--- src/rtl/sfe_pkg.sv ---
// Shared constants and types for the symmetric FIR with edge clamping.
`timescale 1ns / 1ps
package sfe_pkg;

  // Coefficient format: signed Q1.15, two coefficients per 32-bit register.
  localparam int COEF_W     = 16;
  localparam int COEF_FRAC  = 15;
  localparam int CFG_DATA_W = 32;
  localparam int CFG_IDX_W  = 8;

  // Per-cycle control that the top level broadcasts to every tap cell.
  typedef struct packed {
    logic shift;    // move the delay line one place
    logic load;     // fill the whole delay line with the first sample of a block
    logic prod_en;  // capture the tap product of the current window
  } sfe_cell_ctl_t;

endpackage

--- src/rtl/sfe_cell.sv ---
// One tap cell: a folded pair of delay-line samples, pre-adder and product register.
`timescale 1ns / 1ps
module sfe_cell import sfe_pkg::*; #(
  parameter int SAMPLE_BITS = 16,
  parameter bit CENTER      = 1'b0
) (
  input  logic                                clk,
  input  sfe_cell_ctl_t                       ctl,
  input  logic signed [SAMPLE_BITS-1:0]       load_sample,
  input  logic signed [SAMPLE_BITS-1:0]       left_in,
  input  logic signed [SAMPLE_BITS-1:0]       right_in,
  input  logic signed [COEF_W-1:0]            coef,
  output logic signed [SAMPLE_BITS-1:0]       left_q,
  output logic signed [SAMPLE_BITS-1:0]       right_q,
  output logic signed [SAMPLE_BITS+COEF_W:0]  prod_q
);

  logic signed [SAMPLE_BITS-1:0]      left_r;
  logic signed [SAMPLE_BITS:0]        preadd;
  logic signed [SAMPLE_BITS+COEF_W:0] prod_r;

  always_ff @(posedge clk) begin
    if (ctl.load) begin
      left_r <= load_sample;
    end else if (ctl.shift) begin
      left_r <= left_in;
    end
  end

  generate
    if (CENTER) begin : g_center
      // The centre tap is used once; its sample also feeds the right half.
      assign right_q = left_r;
      assign preadd  = (SAMPLE_BITS+1)'(left_r);
    end else begin : g_pair
      logic signed [SAMPLE_BITS-1:0] right_r;

      always_ff @(posedge clk) begin
        if (ctl.load) begin
          right_r <= load_sample;
        end else if (ctl.shift) begin
          right_r <= right_in;
        end
      end

      assign right_q = right_r;
      assign preadd  = (SAMPLE_BITS+1)'(left_r) + (SAMPLE_BITS+1)'(right_r);
    end
  endgenerate

  always_ff @(posedge clk) begin
    if (ctl.prod_en) begin
      prod_r <= preadd * coef;
    end
  end

  assign left_q = left_r;
  assign prod_q = prod_r;

endmodule

--- config.mk ---
export PLATFORM = sky130hd
export DESIGN_NAME = sfe_cell
export DESIGN_NICKNAME = d
export VERILOG_FILES = /design/src/rtl/sfe_pkg.sv /design/src/rtl/sfe_cell.sv
export SDC_FILE = /design/constraint.sdc
export NUM_CORES = 1
export LEC_CHECK = 0
export BUFFER_PORTS_ARGS = -buffer_cell sky130_fd_sc_hd__buf_2
export CAP_MARGIN = 30
export CELL_PAD_IN_SITES_DETAIL_PLACEMENT = 1
export CELL_PAD_IN_SITES_GLOBAL_PLACEMENT = 2
export CORE_MARGIN = 2
export CORE_UTILIZATION = 29
export DETAILED_ROUTE_END_ITERATION = 10
export PLACE_DENSITY = 0.74
export SLEW_MARGIN = 20
export SYNTH_ARGS = -nofsm -noshare
export SYNTH_HDL_FRONTEND = slang
export SYNTH_SLANG_ARGS = --single-unit
--- constraint.sdc ---
create_clock -name clk -period 10.3 [get_ports clk]
set_input_delay 1.03 -clock clk [delete_from_list [all_inputs] [get_ports clk]]
set_output_delay 1.03 -clock clk [all_outputs]
set_load 0.03 [all_outputs]
==> results of run 1 <==
[stage by stage]
stage                     instances  util, %  area (sq um)  setup slack, ns  hold WS, ns
final                          2115     33.2         15100             1.67        0.937
after global routing           2115     33.2         15100            0.932        0.950
after CTS                      2113     33.2         15100             1.62        0.910
after detailed placement       2097     32.5         14800             1.66         1.22
after global placement         2096     32.4         14800             1.88         1.19
after floorplan                1400        -         13400             2.33        0.961
[kinds of logic after synthesis]
kind of cell               synth area share, %
adders and majority gates                 50.7
buffers and inverters                     11.2
muxes                                   0.0840
and+or+nand+nor                           14.0
DFF                                       14.6
AOI/OAI and AO/OA                         6.44
xor gates and xnor gates                  3.01
[flip-flops by register name, summed over array words and instances, names as in the netlist]
name	cells
prod_q	33
right_q	16
left_q	16
[final timing paths]
check,start,end,slack [ns]
worst max-delay path,right_q[0],prod_q[30],1.67
worst min-delay path,load_sample[15],left_q[15],0.94
worst max register to register,right_q[0],prod_q[30],1.67
worst min register to register,right_q[0],prod_q[0],1.19
[metal layers]
| metal | global-route usage (%) | part of all wire, % | up-vias |
|---|---|---|---|
| met1 | 19.4 | 42 | 4971 |
| li1 | - | - | 4402 |
| met5 | 0 | 0.022 | - |
| met2 | 31.2 | 53 | 128 |
| met3 | 2.74 | 3.2 | 32 |
| met4 | 4.82 | 2.1 | 2 |
[worst max-delay path, delay by kind of cell, from the launching register on]
kind | cells | cell delay, ns
buffers and inverters | 4 | 0.22
adders and majority gates | 9 | 4.03
AOI/OAI and AO/OA | 12 | 2.80
and+or+nand+nor | 4 | 0.46
DFF | 1 | 0.35
xor gates and xnor gates | 1 | 0.51
[final cells by class]
type                    count  area share, %
multi-input cells         936           66.2
flip-flops and latches     65           12.9
inverters                 355           8.82
repair buffers            143           5.05
well taps                 600           4.97
clock buffers               9           1.49
clock inverters             7          0.505
[Yosys cell counts (all sizes together) (2+ instances only)]
cell type,count,area [sq um]
o31ai,3,22.5
fa,277,5550
nor3,11,55.1
or2,3,18.8
a211o,2,17.5
inv,355,1330
nor2b,21,131
and3,3,18.8
a21boi,2,15.0
a21oi,34,189
nand4,3,18.8
clkbuf,36,135
xnor2,37,324
nand3,11,55.1
a31o,2,17.5
nor3b,3,22.5
ha,100,1250
o21bai,5,37.5
o41ai,2,36.3
nor2,31,116
o21a,2,15.0
nand2b,10,62.6
o21ai,53,269
a211oi,7,62.6
nand2,168,631
buf,8,38.8
xor2,9,78.8
and2,114,713
a21o,11,82.6
edfxtp,65,1950
==> results.py, run 1 <==
metrics = {
    "cells_and_area": {
        "area_delta_synth_final_pct": 12.6,
        "ff_latch_area_sq_um": 1950,
        "mostFrequentLayoutCell": "inv_1",
        "num-fill-cells": 5316,
        "multi_input_area_sq_um": 10000,
        "final_nets": 1955,
        "final_cell_mix": "inv_1, fa_1, nand2_1, buf_2, and2_1",
        "diodes": 0,
        "drive_above_1_share_pct": 11.9,
    },
    "synth": {
        "yosysSeqAreaShare_pct": 14.6,
        "synth_cell_types": 51,
        "synth.net_count": 1845,
        "syn_area_sq_um": 13400,
        "async_reset_ff_share_pct": 0,
        "synth_warnings": 0,
        "synthFlopType": "edfxtp_1",
        "ys_seq_elements": 65,
        "synth_area_per_cell_sq_um": 9.58,
        "synth_cells": 1400,
        "synth-edff-count": 65,
    },
    "sta": {
        "clock.fmax_mhz": 116,
        "relSlewSlack_pct": 35.8,
        "layout_min_cycle_time_ns": 8.63,
        "tightest_slew_ns": 0.958,
        "clock_skew_ns": 0.0193,
        "drv_slew": 0,
        "setup_tns_ns": 0,
        "rsz0062_at_grt": "false",
        "finalSetupViolCount": 0,
        "hold_viol": 0,
        "finalCritPeriodShare_pct": 83.8,
    },
    "status": {
        "status": "finished clean",
    },
    "placed_design": {
        "place_congestion": 0.797,
        "dp_hpwl_mm": 30.0,
        "portBuffers": 132,
    },
    "cts": {
        "clock-sinks": 65,
        "cts_tree": "done",
        "clk_path_buf_depth": 2,
        "numCtsBuffers": 9,
        "hold_buffers": 0,
        "cts_resized": 0,
        "post_cts_buffers": 0,
        "cts-root-buf": "clkbuf_16",
        "h-tree-depth": 3,
        "clk-insertion-delay-late_ns": 0.40,
        "cts.reportedPaths.clkPinSlew_ns": 0.07,
    },
    "route": {
        "drtIter0Drc": 292,
        "firstDrtPassIters": 4,
        "avgViaCountPerCell": 4.51,
        "num_vias": 9535,
        "wl_per_cell_um": 17.4,
        "drt-total-wl_mm": 36.7,
        "ant_nets": 0,
        "route.detailed.drc": 0,
    },
    "global_route": {
        "grtUsageTotal_pct": 16.7,
        "grt_max_degree": 50,
        "antenna_found_initial": 1,
        "grt_pass1_vias": 11250,
        "gr-total-overflow": 0,
        "grt_pass1_wl_mm": 60.7,
    },
    "worst_hold_path": {
        "hp-class": "in2reg",
        "min_path_cells": 3,
    },
    "critical_path": {
        "rr_worst_depth": 30,
        "worst_setup_path_end_kind": "register",
        "crit_required_ns": 10.45,
        "cp_max_fo": 6,
        "arrival_ns": 8.77,
        "cp_slowest_cell": "fa_1",
        "crit_top_cell": "fa_1",
        "cp_slowest_stage_delay_ns": 0.57,
        "start_kind": "register",
        "criticalPathCategory": "reg2reg",
    },
    "die": {
        "die_area_sq_um": 48000,
        "start_util_pct": 29.5,
        "die_w_um": 219,
        "rows": 78,
        "core_sq_um": 45500,
        "die_y_um": 219,
        "ioPinCount": 133,
    },
    "run": {
        "drv_cap": 0,
    },
}
Power of run 1 is not shown: default switching activity piles up to over one toggle a cycle in this logic, so the estimate is an artifact.
==> inputs of run 2 (changes only) <==
--- a/config.mk
+++ b/config.mk
@@ -5,6 +5,7 @@
 export SDC_FILE = /design/constraint.sdc
 export NUM_CORES = 1
 export LEC_CHECK = 0
+export ABC_AREA = 1
 export BUFFER_PORTS_ARGS = -buffer_cell sky130_fd_sc_hd__buf_2
 export CAP_MARGIN = 30
 export CELL_PAD_IN_SITES_DETAIL_PLACEMENT = 1
@@ -12,7 +13,7 @@
 export CORE_MARGIN = 2
 export CORE_UTILIZATION = 29
 export DETAILED_ROUTE_END_ITERATION = 10
-export PLACE_DENSITY = 0.74
+export PLACE_DENSITY = 0.77
 export SLEW_MARGIN = 20
 export SYNTH_ARGS = -nofsm -noshare
 export SYNTH_HDL_FRONTEND = slang
==> constraint.sdc (replaced) <==
create_clock -name clk -period 8.8 [get_ports clk]
set_input_delay 0.88 -clock clk [delete_from_list [all_inputs] [get_ports clk]]
set_output_delay 0.88 -clock clk [all_outputs]
set_load 0.03 [all_outputs]
==> run 2 against run 1 <==
Effect of this change: sequential cell count stayed put; setup slack worse by 0.69 ns; hold slack worse by 0.16 ns; register-to-register slack worse by 0.69 ns; critical path depth is 2 higher; critical path type unchanged; final area is 5.7% higher; synthesized area is 6.9% higher; routed wire length is 25% higher; global-route usage is 2.6 points higher; sequential share of layout area is 0.69 points lower.
==> results.py, run 2 <==
metrics = {
    "worst_hold_path": {
        "hp-start": "right_in[6]",
        "min_path_cells": 3,
        "hp-class": "in2reg",
        "hold_path_end": "right_q[6]",
    },
    "route": {
        "wl_per_cell_um": 18.1,
        "drtIter0Drc": 563,
        "num_vias": 11871,
        "ant_nets": 0,
        "route.detailed.drc": 0,
        "avgViaCountPerCell": 4.66,
        "drt-total-wl_mm": 46.0,
        "firstDrtPassIters": 5,
    },
    "cts": {
        "clk-insertion-delay-late_ns": 0.37,
        "numCtsBuffers": 9,
        "cts-root-buf": "clkbuf_16",
        "hold_buffers": 0,
        "post_cts_buffers": 0,
        "clk_path_buf_depth": 2,
        "clock-sinks": 65,
        "cts.reportedPaths.clkPinSlew_ns": 0.06,
        "h-tree-depth": 3,
        "cts_resized": 0,
        "cts_tree": "done",
    },
    "synth": {
        "yosysTopAreaCellShare_pct": 38.7,
        "async_reset_ff_share_pct": 0,
        "synth_warnings": 0,
        "ys_top_cells_by_area": "fa_1, edfxtp_1, inv_1, nand2_1, ha_1",
        "yosysMostFrequentCell": "inv_1",
        "synth.net_count": 2210,
        "synth_cell_types": 34,
        "synthFlopType": "edfxtp_1",
        "synth-edff-count": 65,
        "synth_largest_area_cell": "fa_1",
        "synth_cells": 1765,
        "ys_seq_elements": 65,
        "yosys-top-cells-count": "inv_1, nand2_1, fa_1, nor2_1, ha_1",
        "syn_area_sq_um": 14300,
        "synth_area_per_cell_sq_um": 8.12,
        "yosysSeqAreaShare_pct": 13.6,
    },
    "cells_and_area": {
        "final_nets": 2321,
        "ff_latch_area_sq_um": 1950,
        "area_delta_synth_final_pct": 11.3,
        "diodes": 0,
        "final_cell_mix": "inv_1, nand2_1, fa_1, nor2_1, buf_2",
        "num-fill-cells": 5989,
        "drive_above_1_share_pct": 10.1,
        "mostFrequentLayoutCell": "inv_1",
        "largest_reg_flops": 33,
        "post-route-util_pct": 32.7,
        "multi_input_area_sq_um": 10500,
    },
    "global_route": {
        "gr-total-overflow": 0,
        "gr-usage-met2_pct": 35.3,
        "met3_usage_pct": 2.02,
        "antenna_found_initial": 0,
        "grt_busiest_layer": "met2",
        "grt_pass1_wl_mm": 74.4,
        "grtUsageTotal_pct": 19.3,
        "grt_pass1_vias": 13597,
        "met1_usage_pct": 23.8,
        "grt_max_degree": 34,
    },
    "sta": {
        "tightest_slew_ns": 0.890,
        "clock_skew_ns": 0.0104,
        "layout_min_cycle_time_ns": 7.81,
        "relSlewSlack_pct": 40.6,
        "finalCritPeriodShare_pct": 88.8,
        "rsz0062_at_grt": "false",
        "setup_tns_ns": 0,
        "drv_slew": 0,
        "finalSetupViolCount": 0,
        "hold_viol": 0,
        "clock.fmax_mhz": 128,
    },
    "status": {
        "status": "finished clean",
    },
    "critical_path": {
        "rr_worst_depth": 32,
        "r2r_slack_ns": 0.99,
        "r2r_end": "prod_q[18]",
        "criticalPathCategory": "reg2reg",
        "crit_required_ns": 8.92,
        "worst_setup_path_end_kind": "register",
        "crit_top_cell": "nand2_1",
        "cp_slowest_stage_delay_ns": 0.55,
        "cp_max_fo": 12,
        "cp_slowest_cell": "fa_1",
        "r2r-start": "right_q[0]",
        "arrival_ns": 7.93,
        "start_kind": "register",
    },
    "die": {
        "rows": 81,
        "start_util_pct": 29.3,
        "die_w_um": 226,
        "die_area_sq_um": 51200,
        "core_sq_um": 48800,
        "ioPinCount": 133,
        "die_y_um": 226,
    },
    "placed_design": {
        "place_congestion": 0.892,
        "dp_hpwl_mm": 39.8,
        "portBuffers": 132,
    },
    "run": {
        "drv_cap": 0,
    },
}
[run 2: cell count changes after synthesis, moves of 35 or more]
cell     previous run  this run
inv_1             355       431
and2_1            114         2
o21ai_0            48        13
nand2_1           168       428
nand3_1            11        86
nor2_1             31       173
[run 2: worst max-delay path, delay by kind of cell (launching register included)]
family / cells / cell delay (ns)
AND/OR/NAND/NOR: 16 / 2.79
buffers and inverters: 7 / 0.53
flip-flops: 1 / 0.37
adder cells (fa/ha/maj): 9 / 3.90
[run 2: routing by layer]
layer  vias to the layer above  routed length, um
met5                         -                  0
met4                         0               1070
met3                        48               1760
met2                       241              24000
met1                      6157              19200
li1                       5425                  -
[run 2: how the worst max path moves through the flow]
stage                     startpoint          to  slack, ns  cells after the start
final                     right_q[0]  prod_q[18]       0.99                     32
after global routing      right_q[0]  prod_q[18]       0.50                     32
after global placement     left_q[0]  prod_q[18]       1.12                     32
after detailed placement  right_q[0]  prod_q[18]       0.99                     32
after floorplan           right_q[0]  prod_q[32]       1.99                     33
after CTS                 right_q[0]  prod_q[18]       0.97                     32
[run 2: kinds of logic (layout without fill, tap and decap cells)]
logic type                 after synthesis  after routing  share of synthesized area [%]
adders and majority gates              377            377                           47.4
xor gates and xnor gates                28             28                           1.92
and+or+nand+nor                        749            749                           21.7
DFF                                     65             65                           13.6
AOI/OAI and AO/OA                       64             64                           2.43
buffers and inverters                  482            598                           12.9
[run 2: through the flow]
step | cell area (sq um) | setup slack, ns | std cells | hold WS, ns
2_1_floorplan | 14300 | 1.99 | 1765 | 0.992
3_3_place_gp | 15700 | 1.12 | 2529 | 1.15
3_5_place_dp | 15700 | 0.992 | 2529 | 1.15
4_1_cts | 16000 | 0.974 | 2545 | 0.756
5_1_grt | 16000 | 0.499 | 2545 | 0.782
6_report | 16000 | 0.985 | 2545 | 0.779
[run 2: area by class of cell]
class                           instances  area share, %
Clock buffer                           12           1.48
Clock inverter                          4          0.274
Inverter                              447           10.5
Multi-Input combinational cell       1218           66.0
Sequential cell                        65           12.2
Tap cell                              664           5.21
Timing Repair Buffer                  135           4.28
Power of run 2 is left out for the same reason.
==> inputs of run 3 (changes only) <==
--- a/config.mk
+++ b/config.mk
@@ -6,14 +6,14 @@
 export NUM_CORES = 1
 export LEC_CHECK = 0
 export ABC_AREA = 1
-export BUFFER_PORTS_ARGS = -buffer_cell sky130_fd_sc_hd__buf_2
 export CAP_MARGIN = 30
 export CELL_PAD_IN_SITES_DETAIL_PLACEMENT = 1
 export CELL_PAD_IN_SITES_GLOBAL_PLACEMENT = 2
 export CORE_MARGIN = 2
 export CORE_UTILIZATION = 29
 export DETAILED_ROUTE_END_ITERATION = 10
-export PLACE_DENSITY = 0.77
+export DONT_BUFFER_PORTS = 1
+export PLACE_DENSITY = 0.73
 export SLEW_MARGIN = 20
 export SYNTH_ARGS = -nofsm -noshare
 export SYNTH_HDL_FRONTEND = slang
==> run 3 against run 2 <==
Effect of this change: highest routed layer is now met5; core utilization fell by 1.4 points; sequential share of layout area rose by 0.54 points; via count fell by 5.9%; global-route usage fell by 0.55 points; die area did not move; critical path depth fell by 1; register-to-register slack got worse by 0.12 ns; first-iteration DRC count fell by 3.6%; non-clock buffer count fell by 133; routed wire length fell by 2.8%.
==> results.py, run 3 (synthesis gave the netlist of run 2 again) <==
metrics = {
    "cells_and_area": {
        "stdcell_area_sq_um": 15300,
        "diodes": 0,
        "mostFrequentLayoutCell": "inv_1",
        "final_cell_mix": "inv_1, nand2_1, fa_1, nor2_1, ha_1",
        "drive_above_1_share_pct": 3.32,
        "area_delta_synth_final_pct": 6.66,
        "num-fill-cells": 5905,
        "final_nets": 2188,
        "largest_reg_flops": 33,
    },
    "sta": {
        "finalSetupViolCount": 0,
        "finalCritPeriodShare_pct": 90.2,
        "clock.fmax_mhz": 126,
        "clock_skew_ns": 0.0123,
        "drv_slew": 0,
        "tightest_slew_ns": 0.845,
        "setup_tns_ns": 0,
        "layout_min_cycle_time_ns": 7.93,
        "rsz0062_at_grt": "false",
        "relSlewSlack_pct": 43.6,
        "hold_viol": 0,
    },
    "die": {
        "rows": 81,
        "die_y_um": 226,
        "ioPinCount": 133,
        "die_w_um": 226,
        "start_util_pct": 29.3,
        "die_area_sq_um": 51200,
        "core_sq_um": 48800,
    },
    "cts": {
        "hold_buffers": 0,
        "cts_tree": "done",
        "cts-root-buf": "clkbuf_16",
        "clock-sinks": 65,
        "clk_path_buf_depth": 2,
        "post_cts_buffers": 0,
        "clk-insertion-delay-late_ns": 0.37,
        "h-tree-depth": 3,
        "cts.reportedPaths.clkPinSlew_ns": 0.06,
        "numCtsBuffers": 9,
        "cts_resized": 0,
    },
    "run": {
        "drv_cap": 0,
    },
    "critical_path": {
        "criticalPathCategory": "reg2reg",
        "rr_worst_depth": 31,
        "worst_setup_path_end_kind": "register",
        "cp_slowest_cell": "fa_1",
        "cp_max_fo": 13,
        "arrival_ns": 8.05,
        "crit_required_ns": 8.92,
        "start_kind": "register",
        "cp_slowest_stage_delay_ns": 0.71,
    },
    "route": {
        "ant_nets": 0,
        "wl_per_cell_um": 18.6,
        "drtIter0Drc": 543,
        "num_vias": 11172,
        "avgViaCountPerCell": 4.63,
        "drt-total-wl_mm": 44.8,
        "firstDrtPassIters": 5,
        "route.detailed.drc": 0,
    },
    "global_route": {
        "grt_max_degree": 34,
        "gr-total-overflow": 0,
        "grt_pass1_vias": 12960,
        "antenna_found_initial": 1,
        "grt_pass1_wl_mm": 71.8,
        "grtUsageTotal_pct": 18.8,
    },
    "worst_hold_path": {
        "min_path_cells": 0,
        "hp-class": "in2reg",
    },
    "placed_design": {
        "place_area_sq_um": 15000,
        "place_congestion": 0.869,
        "portBuffers": 0,
        "dp_hpwl_mm": 38.9,
    },
    "status": {
        "status": "finished clean",
    },
}
-- run 3: final cells by class --
cell class	count	area, sq um	area share, %
flip-flops and latches	65	1950	12.8
multi-input cells	1218	10500	68.9
clock inverters	4	45.0	0.295
inverters	447	1680	11.0
repair buffers	2	15.0	0.0982
well taps	664	831	5.44
clock buffers	11	233	1.52
-- run 3: critical path, delay by kind of cell, from the launching register on --
family / cells / cell delay (ns)
adders and majority gates: 9 / 4.37
buffers and inverters: 6 / 0.55
DFF: 1 / 0.53
and+or+nand+nor: 16 / 2.23
-- run 3: final timing paths --
kind	from	end	slack, ns
worst max register to register	right_q[0]	prod_q[31]	0.87
worst min-delay path	ctl[0]	prod_q[11]	0.62
worst max-delay path	right_q[0]	prod_q[31]	0.87
worst min register to register	left_q[0]	prod_q[0]	1.48
-- run 3: metrics by stage --
stage	setup slack, ns	hold WS [ns]	utilization [%]	std cells
after detailed placement	0.842	0.997	30.7	2396
final	0.866	0.617	31.3	2411
after floorplan	1.99	0.992	-	1765
after global routing	0.344	0.604	31.3	2411
after CTS	0.824	0.596	31.3	2411
after global placement	0.921	0.996	30.7	2396
-- run 3: per-layer routing --
| metal | wire, um | part of all wire [%] | vias up | track usage [%] |
|---|---|---|---|---|
| met5 | 10 | 0.022 | - | 0 |
| met2 | 22800 | 51 | 197 | 33.9 |
| met4 | 1030 | 2.3 | 2 | 5.65 |
| met1 | 19100 | 43 | 5765 | 23.2 |
| li1 | - | - | 5158 | - |
| met3 | 1800 | 4.0 | 50 | 2.57 |
Power of run 3 is left out for the same reason.
